==> config.mk <==
export PLATFORM = sky130hd
export DESIGN_NAME = saj_front
export DESIGN_NICKNAME = d
export VERILOG_FILES = /design/src/rtl/saj_pkg.sv /design/src/rtl/saj_front.sv
export SDC_FILE = /design/constraint.sdc
export NUM_CORES = 1
export LEC_CHECK = 0
export BUFFER_PORTS_ARGS = -buffer_cell sky130_fd_sc_hd__buf_4
export CAP_MARGIN = 20
export CORE_MARGIN = 3
export CORE_UTILIZATION = 45
export DETAILED_ROUTE_END_ITERATION = 7
export PLACE_DENSITY = 0.7
export SYNTH_ARGS = -nofsm -noshare
export SYNTH_HDL_FRONTEND = slang
export SYNTH_SLANG_ARGS = --single-unit
==> constraint.sdc <==
create_clock -name clk -period 4.9 [get_ports clk]
set_input_delay 0.49 -clock clk [delete_from_list [all_inputs] [get_ports clk]]
set_output_delay 0.49 -clock clk [all_outputs]
set_load 0.01 [all_outputs]
==> src/rtl/saj_pkg.sv <==
package saj_pkg;

  localparam int MAX_SLOTS = 4;
  localparam int IN_BITS = 72;
  localparam int OUT_BITS = 104;

  localparam logic [1:0] REQ_LOAD = 2'd0;
  localparam logic [1:0] REQ_PROBE = 2'd1;
  localparam logic [1:0] REQ_RESTART = 2'd2;
  localparam logic [1:0] REQ_UNUSED = 2'd3;

  // One classified request as it travels from the front to the back.
  typedef struct packed {
    logic [1:0] kind;
    logic [MAX_SLOTS-1:0] bound;
    logic [MAX_SLOTS*16-1:0] values;
  } req_t;

endpackage

==> src/rtl/saj_front.sv <==
module saj_front #(
  parameter int NUM_SLOTS = 4,
  parameter int VALUE_BITS = 16,
  parameter int QUEUE_DEPTH = 2
) (
  input  logic clk,
  input  logic rst,
  input  logic in_valid,
  output logic in_ready,
  input  logic [saj_pkg::IN_BITS-1:0] in_data,
  output logic q_valid,
  input  logic q_ready,
  output saj_pkg::req_t q_req
);
  import saj_pkg::*;

  localparam int PTR_BITS = (QUEUE_DEPTH > 1) ? $clog2(QUEUE_DEPTH) : 1;

  req_t queue [QUEUE_DEPTH];
  logic [PTR_BITS-1:0] wr_ptr;
  logic [PTR_BITS-1:0] rd_ptr;
  logic [PTR_BITS:0] fill;
  req_t classified;
  logic push;
  logic pop;

  always_comb begin
    classified = '0;
    classified.kind = in_data[1:0];
    for (int s = 0; s < NUM_SLOTS; s++) begin
      classified.bound[s] = in_data[2 + s];
      classified.values[s*16 +: VALUE_BITS] = in_data[6 + s*16 +: VALUE_BITS];
    end
  end

  assign in_ready = (fill != (PTR_BITS+1)'(QUEUE_DEPTH));
  assign q_valid = (fill != '0);
  assign q_req = queue[rd_ptr];
  assign push = in_valid && in_ready && (in_data[1:0] != REQ_UNUSED);
  assign pop = q_valid && q_ready;

  always_ff @(posedge clk) begin
    if (push) begin
      queue[wr_ptr] <= classified;
    end
  end

  always_ff @(posedge clk) begin
    if (rst) begin
      wr_ptr <= '0;
      rd_ptr <= '0;
      fill <= '0;
    end else begin
      if (push) begin
        wr_ptr <= (wr_ptr == PTR_BITS'(QUEUE_DEPTH - 1)) ? '0 : wr_ptr + 1'b1;
      end
      if (pop) begin
        rd_ptr <= (rd_ptr == PTR_BITS'(QUEUE_DEPTH - 1)) ? '0 : rd_ptr + 1'b1;
      end
      fill <= fill + (PTR_BITS+1)'(push) - (PTR_BITS+1)'(pop);
    end
  end

endmodule

==> results.py, run 1 <==
metrics = {
    "outcome": {
        "status": "finished clean",
    },
    "critical_path": {
        "cp_cell_sequence": "mux2_1, buf_4",
        "r2r-start": "fill[0]$_SDFF_PP0_",
        "worstPathMaxFanout": 70,
        "end_kind": "output pin",
        "timing.rr.end": "queue[1][18]$_DFFE_PP_",
        "path_class": "flip-flop to output pin",
        "cp-start-kind": "flip-flop",
        "rr_worst_depth": 2,
        "cp.required_ns": 4.41,
        "crit_path_top_delay_cell": "dfxtp_4",
        "cpPeakStageDelay_ns": 0.98,
        "endpoint": "q_req[45]",
        "ff2ff_setup_slack_ns": 3.01,
        "cp.arrival_ns": 1.97,
    },
    "cts": {
        "cts_resized": 0,
        "path_clk_slew_ns": 0.06,
        "cts_tree": "yes",
        "cts_buffers": 17,
        "hold_buffers": 0,
        "insertion_delay_ns": 0.41,
        "postCtsSetupRepairBufs": 0,
        "cts.sinks": 145,
        "cts_buffer_depth": 2,
        "cts_root_buffer": "clkbuf_16",
        "cts_max_level": 4,
    },
    "placed_design": {
        "place_congestion": 0.680,
        "post_dp_cell_area_um2": 6570,
        "port_buffers": 145,
        "hpwl_um": 5940,
    },
    "floorplanning": {
        "die_w_um": 115,
        "start_util": 0.463,
        "die_h_um": 115,
        "fp-row-count": 39,
        "core-area_um2": 11500,
        "fp.dieArea_um2": 13100,
        "design.portCount": 148,
    },
    "routing": {
        "wl_per_cell_um": 16.6,
        "vias": 2764,
        "routed_via_density": 4.91,
        "dr.pass1.iters": 4,
        "drt_iter0_drc": 126,
        "drc_errors": 0,
        "drt_wl_total_um": 9360,
        "drtAntennaViolNets": 0,
    },
    "cells_and_area": {
        "antenna_cells": 0,
        "nets": 485,
        "multi_input_area_um2": 977,
        "nFillCells": 822,
        "regArea_um2": 4310,
        "drive_gt1_frac": 0.436,
        "fin_area_um2": 7140,
        "syn2layout_area_growth_pct": 34.5,
    },
    "global_routing": {
        "grt_max_degree": 71,
        "grt_pass1_vias": 2992,
        "antenna_found_initial": 0,
        "grt_overflow": 0,
        "grt_pass1_wl_um": 14400,
        "grt_use_total": 0.147,
    },
    "yosys": {
        "async_reset_ff_frac": 0,
        "synth_cell_types": 21,
        "syn_avg_cell_area_um2": 21.3,
        "synth_top_flop_cell": "edfxtp_1",
        "synth.most_common_cell": "edfxtp_1",
        "synth.yosys.seq_area_share": 0.811,
        "synth-edff-count": 140,
        "syn-num-nets": 326,
        "synthCells": 249,
        "ys_ff_latch": 145,
        "yosysTopAreaCell": "edfxtp_1",
        "syn_area_um2": 5310,
        "yosysWarnings": 0,
        "ys_top_cells_by_area": "edfxtp_1, mux2_1, dfxtp_1",
        "synth.top_cell.area_share": 0.792,
        "synth.top_cells.by_count": "edfxtp_1, mux2_1, buf_2",
    },
    "sta": {
        "skew_ns": 0.00773,
        "rsz0062_at_grt": "no",
        "max_slew_margin": 0.338,
        "setup-violations-final": 0,
        "setup-tns-final_ns": 0,
        "worst_slew_pin_slew_ns": 0.992,
        "min_period_ns": 2.46,
        "finalMaxSlewViolations": 0,
        "timing.hold.ws_ns": 0.264,
        "hold_violations": 0,
        "max_freq_mhz": 406,
        "fin_crit_sh": 0.503,
    },
    "hold_path": {
        "worstHoldPathType": "input pin to flip-flop",
    },
    "pwr": {
        "power_leakage_nw": 2.68,
        "power.density_nw_per_um2": 472,
        "peakVddDrop_mv": 0.322,
    },
    "flow_run": {
        "drv_cap": 0,
    },
}
-- critical path, delay by kind of cell (launching register included) --
family	cells	cell delay, ns
muxes	1	0.41
DFF	1	0.98
buffers and inverters	1	0.15
-- layer usage --
layer | track usage | vias up | part of all wire
met5 | 0 | - | 0
met4 | 0.0784 | 0 | 0.022
met3 | 0.0613 | 16 | 0.076
met2 | 0.242 | 97 | 0.50
met1 | 0.161 | 1351 | 0.40
li1 | - | 1300 | -
-- final cells by class --
cell class	instances	area share
Multi-Input combinational cell	96	0.137
Tap cell	143	0.0251
Clock buffer	18	0.0601
Clock inverter	13	0.0170
Timing Repair Buffer	148	0.157
Sequential cell	145	0.604
-- through the flow --
step	setup slack (ns)	cells	total power, mW	utilization
finish	2.44	563	3.37	0.622
global route	2.30	563	3.52	0.622
CTS	2.38	562	3.41	0.621
detailed placement	2.16	531	2.21	0.573
global placement	2.18	531	2.19	0.573
floorplan	0.688	249	1.88	-
-- power by group --
part | total (mW) | leakage (nW) | internal [mW] | switching (mW)
Combinational | 0.589 | 1.07 | 0.329 | 0.260
Clock | 1.20 | 0.268 | 0.736 | 0.461
Sequential | 1.58 | 1.34 | 1.49 | 0.0898
Total | 3.37 | 2.68 | 2.56 | 0.810
-- worst min path at each step --
stage                        endpoint  slack [ns]           startpoint  cells after the start
6_report       queue[1][47]$_DFFE_PP_        0.26          in_data[53]                      1
5_1_grt        queue[1][44]$_DFFE_PP_        0.24          in_data[50]                      1
4_1_cts         queue[1][9]$_DFFE_PP_        0.24          in_data[15]                      1
3_5_place_dp      rd_ptr$_SDFFE_PP0P_        0.49  rd_ptr$_SDFFE_PP0P_                      2
3_3_place_gp      rd_ptr$_SDFFE_PP0P_        0.49  rd_ptr$_SDFFE_PP0P_                      2
2_1_floorplan               flip-flop        0.47  rd_ptr$_SDFFE_PP0P_                      2
-- cell usage in the layout, fill, tap and decap left out, types with 2 or more instances in the layout --
cell type	synthesis	layout
dfxtp_1	5	4
buf_4	0	147
nand2_1	3	3
xor2_1	2	2
nor2_1	6	5
clkinv_2	0	7
mux2_1	70	70
clkbuf_16	0	17
edfxtp_1	140	140
clkinvlp_4	0	3
nor2b_1	2	2
a21oi_1	2	2
bufinv_16	0	2
-- flip-flops by register name, summed over array words and instances, names as in the netlist, named ones only --
signal and cells:
wr_ptr 1, rd_ptr 1, fill 2, queue 140
-- cells by family (layout without fill, tap and decap cells) --
logic type,count (synthesis),in the layout,synth area share
AOI/OAI and AO/OA,5,5,0.00778
xor gates and xnor gates,2,2,0.00330
adders and majority gates,1,1,0.00236
buffers and inverters,8,179,0.00731
DFF,145,145,0.811
muxes,71,71,0.151
and+or+nand+nor,17,17,0.0170
No activity file was read; power rests on OpenSTA's default activity.
==> run 2, diff against run 1 <==
- ABC_AREA: not set -> 1
- clock period: 4.9 -> 2.5 ns (I/O delays scaled with it)
==> run 2 against run 1 <==
Compared with the run above: count of clock-buffer cells in the layout down 1; critical path type unchanged; combinational power rose to 3.1 times the previous value; cell area up 6.5%; final cell count up 7.8%; hold slack worse by 0.24 ns; non-clock buffer count up 11; critical endpoint is now q_req[30]; first-iteration DRC count up 0.79%; largest cell class unchanged; highest routed layer unchanged; clock skew down 0.0044 ns; flip-flop and latch count unchanged; global-route usage about the same; critical path depth up 1.
==> results.py, run 2 <==
metrics = {
    "pwr": {
        "power_leakage_nw": 2.99,
        "peakVddDrop_mv": 0.564,
        "power.density_nw_per_um2": 989,
    },
    "placed_design": {
        "port_buffers": 145,
        "post_dp_cell_area_um2": 6940,
        "place_congestion": 0.712,
        "hpwl_um": 6580,
    },
    "cells_and_area": {
        "final_cell_mix": "buf_4, edfxtp_1, mux2_4",
        "syn2layout_area_growth_pct": 34.2,
        "largest_reg_flops": 140,
        "nets": 503,
        "fin_area_um2": 7600,
        "drive_gt1_frac": 0.592,
        "top_register": "queue",
        "nFillCells": 891,
        "multi_input_area_um2": 1190,
        "layout_commonest_cell": "buf_4",
        "reg_top3": "queue x140, fill x2",
        "antenna_cells": 0,
        "regArea_um2": 4310,
    },
    "sta": {
        "skew_ns": 0.00335,
        "worst_slew_pin_slew_ns": 0.513,
        "max_slew_margin": 0.658,
        "min_period_ns": 2.12,
        "setup-violations-final": 0,
        "rsz0062_at_grt": "no",
        "finalMaxSlewViolations": 0,
        "fin_crit_sh": 0.849,
        "hold_violations": 0,
        "max_freq_mhz": 471,
        "timing.hold.ws_ns": 0.0247,
    },
    "routing": {
        "wl_met2_um": 4890,
        "drt_iter0_drc": 127,
        "drt_wl_total_um": 9830,
        "wl_met3_um": 652,
        "vias": 2835,
        "wl_per_cell_um": 16.2,
        "dr.pass1.iters": 4,
        "drtAntennaViolNets": 0,
        "dr.max_layer_used": "met4",
        "drc_errors": 0,
        "routed_via_density": 4.67,
        "wl_met1_um": 3980,
    },
    "cts": {
        "cts_buffer_depth": 2,
        "cts_buffers": 17,
        "path_clk_slew_ns": 0.06,
        "cts.sinks": 145,
        "cts_tree": "yes",
        "cts_root_buffer": "clkbuf_16",
        "cts_max_level": 4,
        "insertion_delay_ns": 0.40,
    },
    "critical_path": {
        "end_kind": "output pin",
        "worstPathMaxFanout": 24,
        "cp.required_ns": 2.25,
        "cp.arrival_ns": 1.87,
        "path_class": "flip-flop to output pin",
        "cp-start-kind": "flip-flop",
    },
    "yosys": {
        "ys_ff_latch": 145,
        "synth.top_cells.by_count": "edfxtp_1, mux2_4, inv_1",
        "synthCells": 256,
        "synth.top_cell.area_share": 0.743,
        "yosysWarnings": 0,
        "ys_top_cells_by_area": "edfxtp_1, mux2_4, buf_12",
        "synth_top_flop_cell": "edfxtp_1",
        "async_reset_ff_frac": 0,
        "synth_cell_types": 15,
        "syn-num-nets": 333,
        "synth.most_common_cell": "edfxtp_1",
        "syn_avg_cell_area_um2": 22.1,
        "synth-edff-count": 140,
        "syn_area_um2": 5660,
        "yosysTopAreaCell": "edfxtp_1",
        "synth.yosys.seq_area_share": 0.760,
    },
    "global_routing": {
        "grt_pass1_wl_um": 15600,
        "grt_overflow": 0,
        "grt_use_total": 0.147,
        "grt_pass1_vias": 3067,
        "grt_max_degree": 37,
        "antenna_found_initial": 0,
    },
    "floorplanning": {
        "die_w_um": 118,
        "start_util": 0.466,
        "fp-row-count": 40,
        "design.portCount": 148,
        "fp.dieArea_um2": 14000,
        "core-area_um2": 12200,
        "die_h_um": 118,
    },
    "hold_path": {
        "worstHoldPathType": "input pin to flip-flop",
    },
    "flow_run": {
        "drv_cap": 0,
    },
    "outcome": {
        "status": "finished clean",
    },
}
run 2: cell type report:
| class | count | share of cell area |
|---|---|---|
| Inverter | 9 | 0.00445 |
| Tap cell | 168 | 0.0277 |
| Clock inverter | 15 | 0.0254 |
| Sequential cell | 145 | 0.567 |
| Clock buffer | 17 | 0.0560 |
| Timing Repair Buffer | 159 | 0.163 |
| Multi-Input combinational cell | 94 | 0.156 |
run 2: report_power, final:
part	leakage, nW	internal, mW	total [mW]	switching (mW)
Combinational	1.37	1.04	1.80	0.757
Sequential	1.34	2.99	3.13	0.144
Clock	0.286	1.66	2.58	0.926
Total	2.99	5.69	7.51	1.83
run 2: metal layers:
layer	up-vias	GRT usage
li1	1334	-
met1	1377	0.173
met2	103	0.233
met3	21	0.0574
met4	0	0.0828
met5	-	0
run 2: logic make-up after synthesis:
| kind of cell | count (synthesis) | synth area share |
|---|---|---|
| xor+xnor | 1 | 0.00155 |
| simple gates | 17 | 0.0126 |
| flops | 145 | 0.760 |
| buf+inv | 17 | 0.0327 |
| compound gates | 5 | 0.00508 |
| mux | 70 | 0.186 |
| fa+ha+maj | 1 | 0.00221 |
run 2: critical path, cell delays in order, from the launching register on:
cell     delay (ns)
dfxtp_4        0.68
buf_4          0.32
mux2_4         0.32
buf_4          0.14
run 2: timing repair:
| item | in CTS | in global routing |
|---|---|---|
| gates resized for setup | 0 | 0 |
| setup buffers | 0 | 0 |
| hold buffers | 1 | 3 |
| setup endpoints to repair | 0 | 0 |
| hold endpoints to repair | 1 | 6 |
run 2: worst paths after layout:
path	cells past startpoint	from	end	slack [ns]
worst max-delay path	3	flip-flop	q_req[30]	0.38
worst min-delay path	1	in_data[60]	queue[1][54]$_DFFE_PP_	0.02
worst min register to register	2	rd_ptr$_SDFFE_PP0P_	flip-flop	0.46
worst max register to register	5	fill[0]$_SDFF_PP0_	queue[1][48]$_DFFE_PP_	0.69
run 2: per-stage QoR:
stage / TNS (ns) / power [mW] / util / worst slack (ns) / cells
after floorplan: -65.21 / 4.32 / - / -0.473 / 256
after global placement: 0 / 4.97 / 0.571 / 0.702 / 571
after detailed placement: 0 / 5.01 / 0.571 / 0.649 / 571
after CTS: 0 / 7.62 / 0.622 / 0.317 / 604
after global routing: 0 / 7.87 / 0.625 / 0.280 / 607
final: 0 / 7.51 / 0.625 / 0.378 / 607
==> run 3, diff against run 2 <==
- ABC_AREA: 1 -> 0
- PLACE_DENSITY: 0.7 -> 0.73
- clock period: 2.5 -> 1.9 ns (I/O delays scaled with it)
==> run 3 against run 2 <==
Compared with the run above: core utilization up 7.2 points; flip-flop and latch count did not move; critical path depth is the same; final cell count grew 5.6%; total power up 20%; register-to-register slack got worse by 0.33 ns; routed wire length rose by 7.2%; cell area is 5.2% higher; die area decreased by 5.9%; largest cell class unchanged.
==> results.py, run 3 (same netlist as run 1, synthesis figures left out) <==
metrics = {
    "hold_path": {
        "worstHoldPathType": "input pin to flip-flop",
    },
    "routing": {
        "dr.pass1.iters": 5,
        "drc_errors": 0,
        "drt_wl_total_um": 10500,
        "wl_per_cell_um": 16.4,
        "routed_via_density": 4.74,
        "vias": 3037,
        "drtAntennaViolNets": 0,
        "drt_iter0_drc": 101,
    },
    "cells_and_area": {
        "layout_commonest_cell": "buf_4",
        "post-route-util": 0.697,
        "reg_top3": "queue x140, fill x2",
        "drive_gt1_frac": 0.390,
        "antenna_cells": 0,
        "top_register": "queue",
        "syn2layout_area_growth_pct": 50.6,
        "largest_reg_flops": 140,
        "nets": 562,
        "final_cell_mix": "buf_4, edfxtp_1, dlygate4sd3_1",
        "fin_area_um2": 7990,
        "nFillCells": 728,
        "fin_cells": 641,
    },
    "critical_path": {
        "path_class": "flip-flop to output pin",
        "end_kind": "output pin",
        "cpPeakStageDelay_ns": 0.40,
        "cp.arrival_ns": 1.56,
        "crit_path_top_delay_cell": "dfxtp_4",
        "path_delay_family": "flip-flops",
        "worstPathMaxFanout": 31,
        "cp_cell_sequence": "buf_12, mux2_1, buf_4",
        "cp-start-kind": "flip-flop",
        "critical_path_buf_inv_count": 2,
        "cp.required_ns": 1.71,
    },
    "sta": {
        "worst_slew_pin_slew_ns": 0.313,
        "rsz0062_at_grt": "no",
        "finalMaxSlewViolations": 0,
        "fin_crit_sh": 0.920,
        "finalWorstSetupSlack_ns": 0.153,
        "timing.hold.ws_ns": 0.163,
        "setup-violations-final": 0,
        "hold_violations": 0,
        "max_slew_margin": 0.791,
        "setup-tns-final_ns": 0,
        "max_freq_mhz": 572,
        "min_period_ns": 1.75,
        "skew_ns": 0.00783,
    },
    "global_routing": {
        "grt_use_total": 0.168,
        "grt_pass1_vias": 3392,
        "antenna_found_initial": 0,
        "grt_overflow": 0,
        "grt_max_degree": 42,
        "grt_pass1_wl_um": 16600,
    },
    "pwr": {
        "peakVddDrop_mv": 0.734,
        "p_clk_frac": 0.350,
        "p_int_mw": 6.81,
        "p_seq_frac": 0.439,
        "pwr-share-comb": 0.211,
        "power_leakage_nw": 3.02,
        "power.density_nw_per_um2": 1130,
        "p_switching_mw": 2.19,
        "swShare": 0.243,
        "total_power_mw": 9.00,
    },
    "cts": {
        "path_clk_slew_ns": 0.06,
        "cts_resized": 0,
        "cts_root_buffer": "clkbuf_16",
        "cts_buffers": 17,
        "insertion_delay_ns": 0.41,
        "cts_max_level": 4,
        "cts.sinks": 145,
        "cts_tree": "yes",
        "cts_buffer_depth": 2,
    },
    "floorplanning": {
        "fp.dieArea_um2": 13100,
        "design.portCount": 148,
        "core-area_um2": 11500,
        "fp-row-count": 39,
        "die_h_um": 115,
        "die_w_um": 115,
        "start_util": 0.463,
    },
    "placed_design": {
        "dp_slack_ns": 0.330,
        "place_congestion": 0.660,
        "placed_cells": 535,
        "post_dp_cell_area_um2": 6690,
        "port_buffers": 145,
        "hpwl_um": 6220,
    },
    "outcome": {
        "status": "finished clean",
    },
    "flow_run": {
        "drv_cap": 0,
    },
}
-- run 3: cell count changes in the layout (fill, tap and decap cells not counted), moves of 3 or more --
cell,previous run,this run
inv_1,9,0
mux2_1,0,70
buf_4,152,148
nand2_1,8,2
mux2_4,70,1
dlygate4sd3_1,4,71
buf_12,3,6
-- run 3: final timing paths --
check	startpoint	to	slack [ns]	cells past startpoint
max	flip-flop	q_req[51]	0.15	3
min	q_ready	rd_ptr$_SDFFE_PP0P_	0.16	4
max reg2reg	fill[1]$_SDFF_PP0_	fill[1]$_SDFF_PP0_	0.36	6
min reg2reg	rd_ptr$_SDFFE_PP0P_	rd_ptr$_SDFFE_PP0P_	0.51	2
-- run 3: worst register-to-register path, cell delays in order, from the launching register on --
cell	delay (ns)
dfxtp_1	0.50
nor2b_4	0.07
a211oi_1	0.22
nor2_1	0.08
ha_1	0.19
nor2b_1	0.13
mux2_4	0.24
-- run 3: power groups by stage --
stage / Clock, mW / Combinational [mW] / Sequential, mW
2_1_floorplan: 0 / 0.883 / 3.98
3_3_place_gp: 0 / 1.72 / 4.03
3_5_place_dp: 0 / 1.74 / 4.05
4_1_cts: 3.22 / 1.93 / 3.95
5_1_grt: 3.36 / 2.06 / 3.98
6_report: 3.14 / 1.90 / 3.95
-- run 3: layout make-up --
cell class,instances,area (um^2),area share
Sequential cell,145,4310,0.539
Timing Repair Buffer,225,1940,0.243
Clock inverter,14,143,0.0178
Tap cell,143,179,0.0224
Multi-Input combinational cell,96,992,0.124
Clock buffer,18,429,0.0537
-- run 3: layer usage --
layer	GRT usage	vias up	share of wire
met5	0	-	0
met4	0.0538	0	0.0062
met3	0.0714	5	0.077
met2	0.295	108	0.53
met1	0.184	1464	0.38
li1	-	1460	-
-- run 3: repair_timing --
item                                    4_1_cts  5_1_grt
buffers inserted                              3        0
endpoints found under the setup margin       29        0
hold buffers                                 71        0
endpoints found under the hold margin       144        0
